--- src/hw/rtl/fpace_pkg.sv ---
package fpace_pkg;

    // Widths of the time values and the configuration fields.
    localparam int TIME_W      = 32;
    localparam int SLOT_W      = 6;
    localparam int SPEED_W     = 4;
    localparam int THRESH_W    = 8;
    localparam int SKIPS_W     = 4;
    localparam int PERIOD_W    = 5;
    localparam int CFG_IDX_W   = 2;
    localparam int CFG_DATA_W  = 8;

    // Reset values of registers and state.
    localparam logic [THRESH_W-1:0] THRESH_RESET   = 8'd10;
    localparam logic [SKIPS_W-1:0]  SKIPS_RESET    = 4'd4;
    localparam logic [TIME_W-1:0]   DRAW_TIME_INIT = 32'd1000;

    // Slave-side beat layout.
    localparam int S_DATA_W = 32;
    localparam int S_USER_W = 2;

    // Master-side beat layout, from the lowest bit up.
    localparam int M_GRANTED_BIT = 0;
    localparam int M_SKIP_BIT    = 1;
    localparam int M_FORCED_BIT  = 2;
    localparam int M_WAIT_LO     = 3;
    localparam int M_FRAMES_LO   = M_WAIT_LO + TIME_W;
    localparam int M_SKIPS_LO    = M_FRAMES_LO + TIME_W;
    localparam int M_ELAPSED_LO  = M_SKIPS_LO + TIME_W;
    localparam int M_USED_W      = M_ELAPSED_LO + TIME_W;
    localparam int M_DATA_W      = ((M_USED_W + 7) / 8) * 8;

    // Event commands.
    typedef enum logic [1:0] {
        CMD_SYNC        = 2'd0,
        CMD_CHECK       = 2'd1,
        CMD_SKIP_QUERY  = 2'd2,
        CMD_UPDATE_DONE = 2'd3
    } t_cmd;

    // Configuration register indexes.
    localparam logic [CFG_IDX_W-1:0] REG_TIMER_SPEED = 2'd0;
    localparam logic [CFG_IDX_W-1:0] REG_SLEEP_THRESH = 2'd1;
    localparam logic [CFG_IDX_W-1:0] REG_MAX_SKIPS   = 2'd2;

    // Base frame period of a slot: the 8-slot pattern 16,16,15,16,15,16,16,15.
    function automatic logic [PERIOD_W-1:0] f_base_period(input logic [2:0] slot);
        logic [PERIOD_W-1:0] p;
        case (slot)
            3'd2, 3'd4, 3'd7: p = 5'd15;
            default:          p = 5'd16;
        endcase
        return p;
    endfunction

endpackage

--- src/hw/rtl/frame_pacer_with_skip_control.sv ---
// Path: an accepted slave beat goes through the input register, then the result register,
// to become its master beat, and waits longer while the master side stalls.
// Throughput: one event per cycle while the master side takes results; all state updates
// are adds and compares done between the input register and the result register.
// Reset (i_rst_n low, synchronous): both stages empty, registers back to their defaults,
// counters and timing state cleared, last draw time set to 1000 ms.
module frame_pacer_with_skip_control
    import fpace_pkg::*;
(
    input  logic                  i_clk,
    input  logic                  i_rst_n,
    // Slave side.
    input  logic                  s_axis_tvalid,
    output logic                  s_axis_tready,
    input  logic [S_DATA_W-1:0]   s_axis_tdata,   // [31:0] now_ms
    input  logic [S_USER_W-1:0]   s_axis_tuser,   // [1:0] command
    // Master side.
    output logic                  m_axis_tvalid,
    input  logic                  m_axis_tready,
    // [0] granted, [1] skip, [2] forced_update, [34:3] wait_ms, [66:35] frame_count,
    // [98:67] skip_count, [130:99] elapsed_ms, [135:131] zero
    output logic [M_DATA_W-1:0]   m_axis_tdata,
    // Configuration write channel.
    input  logic                  i_cfg_valid,
    output logic                  o_cfg_ready,
    input  logic [CFG_IDX_W-1:0]  i_cfg_index,
    input  logic [CFG_DATA_W-1:0] i_cfg_data
);

    // Configuration registers.
    logic [SPEED_W-1:0]  r_timer_speed;
    logic [THRESH_W-1:0] r_sleep_thresh;
    logic [SKIPS_W-1:0]  r_max_skips;

    // Pacer state.
    logic [TIME_W-1:0]   r_last_tick, n_last_tick;
    logic [TIME_W-1:0]   r_carried, n_carried;
    logic [SLOT_W-1:0]   r_slot, n_slot;
    logic [TIME_W-1:0]   r_frames, n_frames;
    logic [TIME_W-1:0]   r_skipped, n_skipped;
    logic [TIME_W-1:0]   r_elapsed, n_elapsed;
    logic [TIME_W-1:0]   r_draw_time, n_draw_time;
    logic [TIME_W-1:0]   r_draw_start, n_draw_start;
    logic [SKIPS_W-1:0]  r_skip_run, n_skip_run;

    // Input register.
    logic                r_in_valid;
    t_cmd                r_cmd;
    logic [TIME_W-1:0]   r_now;

    // Result register.
    logic                r_out_valid;
    logic [M_DATA_W-1:0] r_out_data, n_out_data;

    logic                advance;
    logic [PERIOD_W-1:0] period;
    logic [TIME_W-1:0]   diff;
    logic [TIME_W+1:0]   off;
    logic [TIME_W:0]     rest;
    logic                grant_ok;
    logic [TIME_W+1:0]   skip_rhs;
    logic                late;
    logic [SKIPS_W:0]    run;
    logic                n_granted, n_skip, n_forced;
    logic [TIME_W-1:0]   n_wait;

    // The stage moves on when the result register is free or is being emptied.
    assign advance       = r_in_valid && (!r_out_valid || m_axis_tready);
    assign s_axis_tready = !r_in_valid || advance;
    assign m_axis_tvalid = r_out_valid;
    assign m_axis_tdata  = r_out_data;
    assign o_cfg_ready   = 1'b1;

    // Shared arithmetic: period, offset against the period, lateness test.
    assign period   = f_base_period(r_slot[2:0]) - {1'b0, r_timer_speed};
    assign diff     = r_carried + r_now - r_last_tick;
    assign off      = {{2{diff[TIME_W-1]}}, diff} - {{(TIME_W+2-PERIOD_W){1'b0}}, period};
    assign rest     = off[TIME_W+1] ? TIME_W'(0) - off[TIME_W:0] : off[TIME_W:0];
    assign grant_ok = !off[TIME_W+1] || (rest <= {{(TIME_W+1-THRESH_W){1'b0}}, r_sleep_thresh});
    assign skip_rhs = {{2{r_draw_time[TIME_W-1]}}, r_draw_time}
                    + {{(TIME_W+2-PERIOD_W){1'b0}}, period};
    assign late     = $signed({{2{r_carried[TIME_W-1]}}, r_carried}) > $signed(skip_rhs);
    assign run      = {1'b0, r_skip_run} + {{SKIPS_W{1'b0}}, 1'b1};

    // Event processing.
    always_comb begin
        n_last_tick  = r_last_tick;
        n_carried    = r_carried;
        n_slot       = r_slot;
        n_frames     = r_frames;
        n_skipped    = r_skipped;
        n_elapsed    = r_elapsed;
        n_draw_time  = r_draw_time;
        n_draw_start = r_draw_start;
        n_skip_run   = r_skip_run;
        n_granted    = 1'b0;
        n_skip       = 1'b0;
        n_forced     = 1'b0;
        n_wait       = '0;
        unique case (r_cmd)
            CMD_SYNC: begin
                n_last_tick = r_now;
                n_carried   = '0;
            end
            CMD_CHECK: begin
                if (grant_ok) begin
                    n_carried   = off[TIME_W-1:0];
                    n_frames    = r_frames + 1'b1;
                    n_slot      = r_slot + 1'b1;
                    n_elapsed   = r_elapsed + (r_now - r_last_tick);
                    n_last_tick = r_now;
                    n_granted   = 1'b1;
                end else begin
                    n_wait = rest[TIME_W-1:0];
                end
            end
            CMD_SKIP_QUERY: begin
                n_draw_start = r_now;
                if (late) begin
                    if (run > {1'b0, r_max_skips}) begin
                        n_skip_run = '0;
                        n_forced   = 1'b1;
                    end else begin
                        n_skip_run = run[SKIPS_W-1:0];
                        n_skipped  = r_skipped + 1'b1;
                        n_skip     = 1'b1;
                    end
                end else begin
                    n_skip_run = '0;
                end
            end
            CMD_UPDATE_DONE: begin
                n_draw_time = r_now - r_draw_start;
            end
            default: begin
                n_skip_run = r_skip_run;
            end
        endcase
        n_out_data = {{(M_DATA_W-M_USED_W){1'b0}}, n_elapsed, n_skipped, n_frames,
                      n_wait, n_forced, n_skip, n_granted};
    end

    // Configuration writes; indexes past the list are ignored.
    always_ff @(posedge i_clk) begin
        if (!i_rst_n) begin
            r_timer_speed  <= '0;
            r_sleep_thresh <= THRESH_RESET;
            r_max_skips    <= SKIPS_RESET;
        end else if (i_cfg_valid) begin
            unique case (i_cfg_index)
                REG_TIMER_SPEED:  r_timer_speed  <= i_cfg_data[SPEED_W-1:0];
                REG_SLEEP_THRESH: r_sleep_thresh <= i_cfg_data[THRESH_W-1:0];
                REG_MAX_SKIPS:    r_max_skips    <= i_cfg_data[SKIPS_W-1:0];
                default:          r_max_skips    <= r_max_skips;
            endcase
        end
    end

    // Pipeline control and pacer state.
    always_ff @(posedge i_clk) begin
        if (!i_rst_n) begin
            r_in_valid   <= 1'b0;
            r_out_valid  <= 1'b0;
            r_last_tick  <= '0;
            r_carried    <= '0;
            r_slot       <= '0;
            r_frames     <= '0;
            r_skipped    <= '0;
            r_elapsed    <= '0;
            r_draw_time  <= DRAW_TIME_INIT;
            r_draw_start <= '0;
            r_skip_run   <= '0;
        end else begin
            if (s_axis_tready) begin
                r_in_valid <= s_axis_tvalid;
            end
            if (advance) begin
                r_out_valid  <= 1'b1;
                r_last_tick  <= n_last_tick;
                r_carried    <= n_carried;
                r_slot       <= n_slot;
                r_frames     <= n_frames;
                r_skipped    <= n_skipped;
                r_elapsed    <= n_elapsed;
                r_draw_time  <= n_draw_time;
                r_draw_start <= n_draw_start;
                r_skip_run   <= n_skip_run;
            end else if (m_axis_tready) begin
                r_out_valid <= 1'b0;
            end
        end
    end

    // Payload registers.
    always_ff @(posedge i_clk) begin
        if (s_axis_tready && s_axis_tvalid) begin
            r_cmd <= t_cmd'(s_axis_tuser);
            r_now <= s_axis_tdata;
        end
        if (advance) begin
            r_out_data <= n_out_data;
        end
    end

endmodule

--- config.mk ---
export PLATFORM = sky130hd
export DESIGN_NAME = frame_pacer_with_skip_control
export DESIGN_NICKNAME = d
export VERILOG_FILES = /design/src/hw/rtl/fpace_pkg.sv /design/src/hw/rtl/frame_pacer_with_skip_control.sv
export SDC_FILE = /design/constraint.sdc
export NUM_CORES = 1
export LEC_CHECK = 0
export BUFFER_PORTS_ARGS = -buffer_cell sky130_fd_sc_hd__buf_2
export CAP_MARGIN = 20
export CORE_AREA = 2 2 201 252
export CTS_BUF_LIST = sky130_fd_sc_hd__clkbuf_16
export CTS_CLUSTER_SIZE = 25
export DETAILED_ROUTE_END_ITERATION = 12
export DIE_AREA = 0 0 203 254
export HOLD_SLACK_MARGIN = 0.02
export MAX_ROUTING_LAYER = met4
export PLACE_DENSITY_LB_ADDON = 0.3
export SLEW_MARGIN = 30
export SYNTH_ARGS = -nofsm -noshare
export SYNTH_HDL_FRONTEND = slang
export SYNTH_SLANG_ARGS = --single-unit
--- constraint.sdc ---
create_clock -name i_clk -period 8.6 [get_ports i_clk]
set_input_delay 1.72 -clock i_clk [delete_from_list [all_inputs] [get_ports i_clk]]
set_output_delay 1.72 -clock i_clk [all_outputs]
set_load 0.01 [all_outputs]
## Word-level counts from Yosys, hierarchy flattened

Index checks and enable logic that the tools add are counted.

| cells by class | value |
|---|---|
| add/sub/neg operators | 13 |
| $mul | 0 |
| div/mod/pow operators | 0 |
| order comparisons | 3 |
| equal/unequal tests | 9 |
| shift operators | 0 |
| mux-type cells | 20 |
| bitwise gates (word level) | 1 |
| reductions and logical operators | 22 |

Operator list:

| cell | number |
|---|---|
| $mux W32 | 9 |
| $pmux W32 S2 | 2 |
| $sub A32 B32 Y32 | 3 |
| $add A32 B1 Y32 const B | 2 |
| $add A32 B32 Y32 | 2 |
| $add A32 B6 Y33 | 1 |
| $gt A32 B33 Y1 | 1 |
| $le A33 B8 Y1 | 1 |
| $mux W33 | 1 |
| $sub A1 B33 Y33 const A | 1 |
| $sub A32 B6 Y33 | 1 |
| $reduce_and A2 Y1 | 6 |
| $mux W4 | 2 |
| $add A6 B1 Y6 const B | 1 |
| $eq A2 B2 Y1 const B | 3 |
| $eq A3 B3 Y1 const B | 2 |
| $reduce_and A3 Y1 | 2 |
| $add A4 B1 Y5 const B | 1 |
| $gt A5 B4 Y1 | 1 |
| $mux W1 | 5 |
| $mux W5 | 1 |
| $sub A5 B4 Y5 | 1 |
| $eq A2 B1 Y1 const B | 2 |
| $logic_not A2 Y1 | 2 |
| other kinds (9) | 15 |

| storage, ports and cells | value |
|---|---|
| flip-flop bits (word level) | 417 |
| bits in latches | 0 |
| RAM bits | 0 |
| memory bits (read-only) | 0 |
| output and inout bits | 139 |
| word-level logic and storage cells | 88 |
| memories kept | 0 |

## Depth between registers and ports, before layout

Gate-level depths: netlist of run 1.

| depth | value |
|---|---|
| word-level depth | 11 |
| gate-level depth with buffers | 46 |

## Worst setup path after synthesis of run 1

Ideal clock, no wire load.

| timing path | value |
|---|---|
| kind | reg2reg |
| from | reg r_slot[0] |
| to | reg r_out_data[101] (netlist: m_axis_tdata[101]) (data pin) |
| setup time | 0.262 ns |
| arrival | 8.747 ns |
| required time | 8.338 ns |
| setup slack | -0.409 ns |
| stages on the path, launching flop included | 41 |
| clock period less this slack | 9.009 ns |
| cell sequence | dfxtp_1 inv_1 ha_1 nor2b_1 a211oi_1 ha_1 fa_1 fa_1 a211oi_1 nor2_1 or2_2 a211o_1 nor2_1 nand4_1 nor4_4 nand4_2 o21a_1 clkbuf_1 [... 5 more ...] ha_1 nor2b_1 o21a_1 o21ai_0 nand2b_1 a21oi_1 nor2b_1 o21ai_0 nand2b_1 a21oi_1 nor2_1 a31oi_1 or4b_1 nor4_4 a31oi_2 buf_2 buf_2 mux2_1 |

| on the way | value |
|---|---|
| cells in the longest elaborated chain, start to end | 11 |
| elaborated cells on any way between the ends | 14 |

Ends and longest elaborated chain:

| what | RTL line | text |
|---|---|---|
| start: declaration | frame_pacer_with_skip_control.sv:38 | `logic [SLOT_W-1:0] r_slot, n_slot;` |
| start signal: assignment | frame_pacer_with_skip_control.sv:181 | `r_slot <= n_slot;` |
| $eq A3 B2 Y1 / $eq A3 B3 Y1 (equally long branches) | fpace_pkg.sv:49 | `case (slot)` |
| $reduce_or A3 Y1 (*) | fpace_pkg.sv:49 |  |
| $mux W5 (*) | fpace_pkg.sv:49 |  |
| $sub A5 B4 Y5 (*) | frame_pacer_with_skip_control.sv:75 | `assign period = f_base_period(r_slot[2:0]) - {1'b0, r_timer_speed};` |
| $sub A32 B6 Y33 (*) | frame_pacer_with_skip_control.sv:77 | `assign off = {{2{diff[TIME_W-1]}}, diff} - {{(TIME_W+2-PERIOD_W){1'b0}}, period};` |
| $sub A1 B33 Y33 | frame_pacer_with_skip_control.sv:78 | `assign rest = off[TIME_W+1] ? TIME_W'(0) - off[TIME_W:0] : off[TIME_W:0];` |
| $mux W33 (*) | frame_pacer_with_skip_control.sv:78 |  |
| named net rest[1] | frame_pacer_with_skip_control.sv:59 | `logic [TIME_W:0] rest;` |
| $le A33 B8 Y1 (*) | frame_pacer_with_skip_control.sv:79 | `assign grant_ok = !off[TIME_W+1] \|\| (rest <= {{(TIME_W+1-THRESH_W){1'b0}}, r_sleep_thresh});` |
| $logic_or A1 B1 Y1 (*) | frame_pacer_with_skip_control.sv:79 |  |
| $mux W32 (*) | frame_pacer_with_skip_control.sv:106 | `if (grant_ok) begin` |
| $mux W32 (*) | frame_pacer_with_skip_control.sv:100 | `unique case (r_cmd)` |
| named net n_elapsed[2] | frame_pacer_with_skip_control.sv:41 | `logic [TIME_W-1:0] r_elapsed, n_elapsed;` |
| end signal: assignment | frame_pacer_with_skip_control.sv:201 | `r_out_data <= n_out_data;` |
| end: declaration | frame_pacer_with_skip_control.sv:53 | `logic [M_DATA_W-1:0] r_out_data, n_out_data;` |

Mark *: on every way through the listed nets, which the timed path passes. The rest lies on a longest branch.
A chain may end at the register's enable or synchronous reset.

## Final worst setup path of run 1

| timing path | value |
|---|---|
| from | reg r_slot[0] |
| to | reg r_frames[31] |

| on the way | value |
|---|---|
| cells in the longest elaborated chain, start to end | 11 |
| elaborated cells on any way between the ends | 14 |

Ends and longest elaborated chain:

| what | RTL line | text |
|---|---|---|
| $eq A3 B2 Y1 / $eq A3 B3 Y1 (equally long branches) | fpace_pkg.sv:49 |  |
| $reduce_or A3 Y1 (*) | fpace_pkg.sv:49 |  |
| $mux W5 (*) | fpace_pkg.sv:49 |  |
| $sub A5 B4 Y5 (*) | frame_pacer_with_skip_control.sv:75 |  |
| $sub A32 B6 Y33 (*) | frame_pacer_with_skip_control.sv:77 |  |
| $sub A1 B33 Y33 | frame_pacer_with_skip_control.sv:78 |  |
| $mux W33 (*) | frame_pacer_with_skip_control.sv:78 |  |
| named net rest[1] | frame_pacer_with_skip_control.sv:59 |  |
| $le A33 B8 Y1 (*) | frame_pacer_with_skip_control.sv:79 |  |
| $logic_or A1 B1 Y1 (*) | frame_pacer_with_skip_control.sv:79 |  |
| $mux W32 (*) | frame_pacer_with_skip_control.sv:106 |  |
| $mux W32 (*) | frame_pacer_with_skip_control.sv:100 |  |
| end signal: assignment | frame_pacer_with_skip_control.sv:182 | `r_frames <= n_frames;` |
| end: declaration | frame_pacer_with_skip_control.sv:39 | `logic [TIME_W-1:0] r_frames, n_frames;` |

Marked as above.

==> results of run 1 <==
cells by family (layout without fill, tap and decap cells):
logic type / Yosys count / in the layout / share of synthesized area
and+or+nand+nor: 1078 / 1078 / 0.1933
AOI/OAI and AO/OA: 554 / 554 / 0.1302
buffers and inverters: 428 / 641 / 0.06088
DFF: 414 / 414 / 0.3639
xor gates and xnor gates: 260 / 260 / 0.08337
adders and majority gates: 227 / 227 / 0.1221
muxes: 121 / 121 / 0.04594
other: 2 / 6 / 0.0002749
sequential cells by signal, summed over array words and instances (netlist names), 8 cells and up:
| name | count |
|---|---|
| m_axis_tdata | 131 |
| r_carried | 32 |
| r_draw_start | 32 |
| r_draw_time | 32 |
| r_elapsed | 32 |
| r_frames | 32 |
| r_last_tick | 32 |
| r_now | 32 |
| r_skipped | 32 |
| r_sleep_thresh | 8 |
report_power, final:
group / switching [mW] / leakage [nW] / internal [mW]
registers: 0.0521 / 3.56 / 2.13
clock network: 0.826 / 0.753 / 1.11
logic: 1.26 / 8.51 / 0.748
total: 2.14 / 12.8 / 3.98
layer usage:
| layer | GRT usage | routed length (um) | share of wire |
|---|---|---|---|
| met1 | 0.3461 | 31200 | 0.42 |
| met2 | 0.5090 | 37140 | 0.50 |
| met4 | 0.08843 | 2402 | 0.033 |
| met5 | - | 0 | 0 |
| met3 | 0.02885 | 3134 | 0.042 |
final timing paths:
| path | slack, ps | end | from |
|---|---|---|---|
| worst max register to register | 410 | r_frames[31]$_SDFFE_PN0P_ | r_slot[0]$_SDFFE_PN0P_ |
| worst max-delay path | 410 | r_frames[31]$_SDFFE_PN0P_ | r_slot[0]$_SDFFE_PN0P_ |
| worst min register to register | 460 | r_draw_start[12]$_SDFFE_PN0P_ | r_draw_start[12]$_SDFFE_PN0P_ |
| worst min-delay path | 460 | r_draw_start[12]$_SDFFE_PN0P_ | r_draw_start[12]$_SDFFE_PN0P_ |
critical path: cells and delay by family (launching register included):
kind	cells	cell delay, ps
muxes	1	210
buffers and inverters	5	680
and+or+nand+nor	18	3200
xor gates and xnor gates	1	170
adders and majority gates	4	1100
DFF	1	350
AOI/OAI and AO/OA	13	2390
area by class of cell:
type	count	share of cell area
Tap cell	651	0.02633
Clock inverter	39	0.01096
Clock buffer	45	0.03639
Inverter	313	0.03830
Multi-Input combinational cell	2246	0.5138
Timing Repair Buffer	244	0.05297
Sequential cell	414	0.3213
what timing repair did:
action | 4_1_cts | 5_1_grt
gates resized for setup | 0 | 29
setup buffers | 0 | 13
setup endpoints to repair | 0 | 225
through the flow:
step | cells | utilization | power [mW] | cell area [um^2] | TNS, ps
2_1_floorplan | 3088 | - | 3.608 | 27350 | 0
3_3_place_gp | 3847 | 0.5914 | 4.105 | 29020 | 0
3_5_place_dp | 3847 | 0.5914 | 4.141 | 29020 | 0
4_1_cts | 3931 | 0.6213 | 6.083 | 30490 | 0
5_1_grt | 3952 | 0.6305 | 6.419 | 30940 | -232.3
6_report | 3952 | 0.6305 | 6.118 | 30940 | 0
cells in the mapped netlist (all sizes together), types with 86 or more instances:
cell    number  share of area
xnor2      149          0.048
nand3       86          0.016
a21oi      213          0.040
xor2       111          0.036
nor2       307          0.042
mux2i       86          0.032
ha         161          0.074
edfxtp     165           0.18
o21ai      100          0.018
nand2      268          0.037
inv        313          0.043
dfxtp      249           0.18
==> flow_metrics.py, run 1 <==
metrics = {
    "clock_network": {
        "cts-root-buf": "clkbuf_16",
        "cts_max_level": 2,
        "clockBufferDepth": 3,
        "cts_hold_buffers": 0,
        "clk_latency_ps": 590,
        "tritoncts": "done",
        "clkTransAtPathRegs_ps": 60,
        "cts.sinks": 414,
        "cts_made_buffers": 45,
    },
    "synth": {
        "synth_edf_count": 165,
        "ys_warn_count": 0,
        "synth-seq-cells": 414,
        "async_flop_share": 0,
        "synth.cell_area_um2": 27310,
        "ys_seq_area_frac": 0.3639,
        "synth-main-ff-cell": "dfxtp_1",
        "avgSynthCellArea_um2": 8.857,
        "synth.distinct_cells": 92,
        "synth_cells": 3084,
    },
    "global_route": {
        "grt_usage": 0.2876,
        "grt_pass1_wl_um": 115500,
        "grt_max_degree": 94,
        "overflow": 0,
        "antenna_found_initial": 1,
        "grt_pass1_vias": 22102,
    },
    "worst_setup_path": {
        "worst-setup-path-type": "reg2reg",
        "cp.arrival_ps": 8710,
        "r2r_cells": 42,
        "critPathCaptureType": "register",
        "critPathLaunchType": "register",
        "path_max_fanout": 12,
        "required_ps": 9120,
        "cp_slowest_cell": "or4b_4",
        "max_stage_delay_ps": 490,
    },
    "sta": {
        "whs_ps": 455.3,
        "setup_viol": 0,
        "drv_slew": 0,
        "worst_pin_slew_ps": 953.1,
        "fin_ws_ps": 409.3,
        "max_clock_freq_ghz": 0.1221,
        "hold_viol": 0,
        "relSlewSlack": 0.3631,
        "period_share": 0.9524,
        "min_period_ps": 8191,
        "fin_skew_ps": 17.87,
    },
    "place": {
        "post-place-ws_ps": 153.6,
        "port_buffers": 181,
        "hpwl_um": 54880,
        "place.gp.congestion": 0.9199,
    },
    "flow_run": {
        "maxCapViolCount": 0,
    },
    "power": {
        "p_leak_nw": 12.82,
        "powerDensity_nw_per_um2": 197.7,
        "peakVddDrop_mv": 0.1633,
    },
    "layout": {
        "ff_latch_area_um2": 9941,
        "drive_above_1_share": 0.1242,
        "nets": 3540,
        "area_growth_pct": 13.27,
        "mostFrequentLayoutCells": "inv_1 (324), nor2_1 (304), nand2_1 (268)",
        "n_antenna_cell": 0,
        "final_common_cell": "inv_1",
        "fill_cells": 4082,
        "multi_input_area_um2": 15900,
    },
    "routing": {
        "drt_iter0_drc": 1254,
        "route.detailed.drc": 0,
        "wl_um": 73870,
        "wl_per_cell_um": 18.69,
        "antenna_left": 0,
        "num_vias": 22752,
        "first_pass_iters": 8,
        "via_per_inst": 5.757,
    },
    "floorplan": {
        "die_h_um": 254,
        "die_width_um": 203,
        "coreArea_um2": 49070,
        "num_rows": 91,
        "io_pins": 188,
        "dieArea_um2": 51560,
        "start_util": 0.5566,
    },
    "min_path": {
        "min_path_type": "reg2reg",
        "min_path_cells": 2,
    },
    "status": {
        "status": "completed",
    },
}
Power figures use the tool's default switching activity.
==> inputs of run 2 (changes only) <==
--- a/config.mk
+++ b/config.mk
@@ -7,11 +7,11 @@
 export LEC_CHECK = 0
 export BUFFER_PORTS_ARGS = -buffer_cell sky130_fd_sc_hd__buf_2
 export CAP_MARGIN = 20
-export CORE_AREA = 2 2 201 252
+export CORE_AREA = 2 2 194 244
 export CTS_BUF_LIST = sky130_fd_sc_hd__clkbuf_16
 export CTS_CLUSTER_SIZE = 25
 export DETAILED_ROUTE_END_ITERATION = 12
-export DIE_AREA = 0 0 203 254
+export DIE_AREA = 0 0 196 246
 export HOLD_SLACK_MARGIN = 0.02
 export MAX_ROUTING_LAYER = met4
 export PLACE_DENSITY_LB_ADDON = 0.3
==> constraint.sdc (replaced) <==
create_clock -name i_clk -period 9.05 [get_ports i_clk]
set_input_delay 1.81 -clock i_clk [delete_from_list [all_inputs] [get_ports i_clk]]
set_output_delay 1.81 -clock i_clk [all_outputs]
set_load 0.01 [all_outputs]
==> flow_metrics.py, run 2 (synthesis gave the netlist of run 1 again) <==
metrics = {
    "routing": {
        "num_vias": 22750,
        "wl_um": 73110,
        "route.detailed.drc": 0,
        "wl_per_cell_um": 18.95,
        "first_pass_iters": 5,
        "antenna_left": 0,
        "via_per_inst": 5.897,
        "drt_iter0_drc": 1158,
    },
    "power": {
        "p_leak_nw": 12.58,
        "powerDensity_nw_per_um2": 184.7,
        "peakVddDrop_mv": 0.1601,
        "p_total_mw": 5.600,
    },
    "layout": {
        "largest_reg_flops": 131,
        "stdcell_count": 3858,
        "mostFrequentLayoutCells": "inv_1 (326), nor2_1 (305), nand2_1 (268)",
        "fill_cells": 3795,
        "area_growth_pct": 11.02,
        "n_antenna_cell": 0,
        "drive_above_1_share": 0.1127,
        "fin_area_um2": 30320,
        "nets": 3515,
        "fin_util": 0.6620,
        "final_common_cell": "inv_1",
    },
    "floorplan": {
        "die_h_um": 246,
        "num_rows": 88,
        "start_util": 0.5963,
        "coreArea_um2": 45800,
        "dieArea_um2": 48220,
        "die_width_um": 196,
        "io_pins": 188,
    },
    "sta": {
        "min_period_ps": 8504,
        "fin_skew_ps": 34.25,
        "setup_tns_ps": 0,
        "whs_ps": 456.4,
        "worst_pin_slew_ps": 998.7,
        "fin_ws_ps": 546.4,
        "period_share": 0.9396,
        "relSlewSlack": 0.3294,
        "rsz0062_at_grt": "no",
        "max_clock_freq_ghz": 0.1176,
        "setup_viol": 0,
        "hold_viol": 0,
        "drv_slew": 0,
    },
    "global_route": {
        "grt_max_degree": 83,
        "overflow": 0,
        "grt_pass1_vias": 22611,
        "grt_pass1_wl_um": 115200,
        "antenna_found_initial": 0,
        "grt_usage": 0.3062,
    },
    "min_path": {
        "hold-path-endpoint": "r_draw_start[5]$_SDFFE_PN0P_",
        "min_path_type": "reg2reg",
        "min_from": "r_draw_start[5]$_SDFFE_PN0P_",
        "min_path_cells": 2,
    },
    "worst_setup_path": {
        "required_ps": 9550,
        "r2r_end": "r_frames[24]$_SDFFE_PN0P_",
        "r2r_cells": 43,
        "regToRegStartpoint": "r_slot[0]$_SDFFE_PN0P_",
        "r2r_setup_slack_ps": 550,
        "path_max_fanout": 26,
        "worst-setup-path-type": "reg2reg",
        "cp_slowest_cell": "or4_1",
        "cp.arrival_ps": 9000,
        "critPathCaptureType": "register",
        "critPathLaunchType": "register",
        "max_stage_delay_ps": 510,
    },
    "clock_network": {
        "cts.sinks": 414,
        "clk_latency_ps": 600,
        "cts_hold_buffers": 0,
        "cts-root-buf": "clkbuf_16",
        "clkTransAtPathRegs_ps": 60,
        "cts_made_buffers": 42,
        "tritoncts": "done",
        "clockBufferDepth": 3,
        "cts_max_level": 2,
    },
    "place": {
        "placed_cell_area_um2": 28790,
        "place_inst": 3770,
        "hpwl_um": 54210,
        "place.gp.congestion": 0.9345,
        "post-place-ws_ps": -15.31,
        "port_buffers": 181,
    },
    "status": {
        "status": "completed",
    },
    "flow_run": {
        "maxCapViolCount": 0,
    },
}
==> run 2: cell types whose count changed in the layout (fill, tap and decap cells not counted), moves of 4 or more <==
cell | before | now
buf_12 | 9 | 3
clkbuf_16 | 51 | 47
bufinv_16 | 5 | 1
buf_4 | 42 | 29
==> run 2: where the power goes <==
group | internal (mW) | switching, mW | total [mW] | leakage (nW)
Clock | 0.911 | 0.762 | 1.67 | 0.692
Combinational | 0.690 | 1.17 | 1.86 | 8.32
Sequential | 2.02 | 0.0461 | 2.07 | 3.56
Total | 3.62 | 1.98 | 5.60 | 12.6
==> run 2: worst max-delay path by stage <==
stage | endpoint | depth (start not counted) | startpoint
6_report | r_frames[24]$_SDFFE_PN0P_ | 43 | r_slot[0]$_SDFFE_PN0P_
5_1_grt | r_frames[24]$_SDFFE_PN0P_ | 43 | r_slot[0]$_SDFFE_PN0P_
4_1_cts | r_frames[24]$_SDFFE_PN0P_ | 39 | r_slot[0]$_SDFFE_PN0P_
3_5_place_dp | r_carried[18]$_SDFFE_PN0P_ | 39 | r_slot[0]$_SDFFE_PN0P_
3_3_place_gp | r_carried[27]$_SDFFE_PN0P_ | 42 | r_slot[0]$_SDFFE_PN0P_
2_1_floorplan | m_axis_tdata[101]$_DFFE_PP_ | 40 | r_slot[0]$_SDFFE_PN0P_
==> run 2: critical path, delay by kind of cell, from the launching register on <==
family	cells	cell delay [ps]
fa+ha+maj	4	1120
buf+inv	6	880
flops	1	380
xor+xnor	1	220
simple gates	18	3420
compound gates	14	2440
==> run 2: final cells by class <==
type | instances | area, um^2 | share of cell area
multi-input combinational | 2247 | 15840 | 0.5223
sequential | 414 | 9940 | 0.3278
timing repair buffer | 221 | 1335 | 0.04403
inverter | 313 | 1185 | 0.03907
clock buffer | 44 | 1101 | 0.03631
tap | 585 | 732.0 | 0.02414
clock inverter | 34 | 193.9 | 0.006395
==> run 2: repair_timing <==
action / CTS / global route
buffers inserted: 0 / 6
resized for setup: 1 / 22
setup endpoints to repair: 12 / 219
gates cloned: 0 / 4
pin swaps: 0 / 5
==> run 2: routing by layer <==
| layer | part of all wire | vias up | track usage |
|---|---|---|---|
| li1 | - | 10980 | - |
| met5 | 0 | - | - |
| met4 | 0.038 | 0 | 0.1148 |
| met3 | 0.055 | 178 | 0.03518 |
| met1 | 0.41 | 10926 | 0.3647 |
| met2 | 0.49 | 666 | 0.5342 |
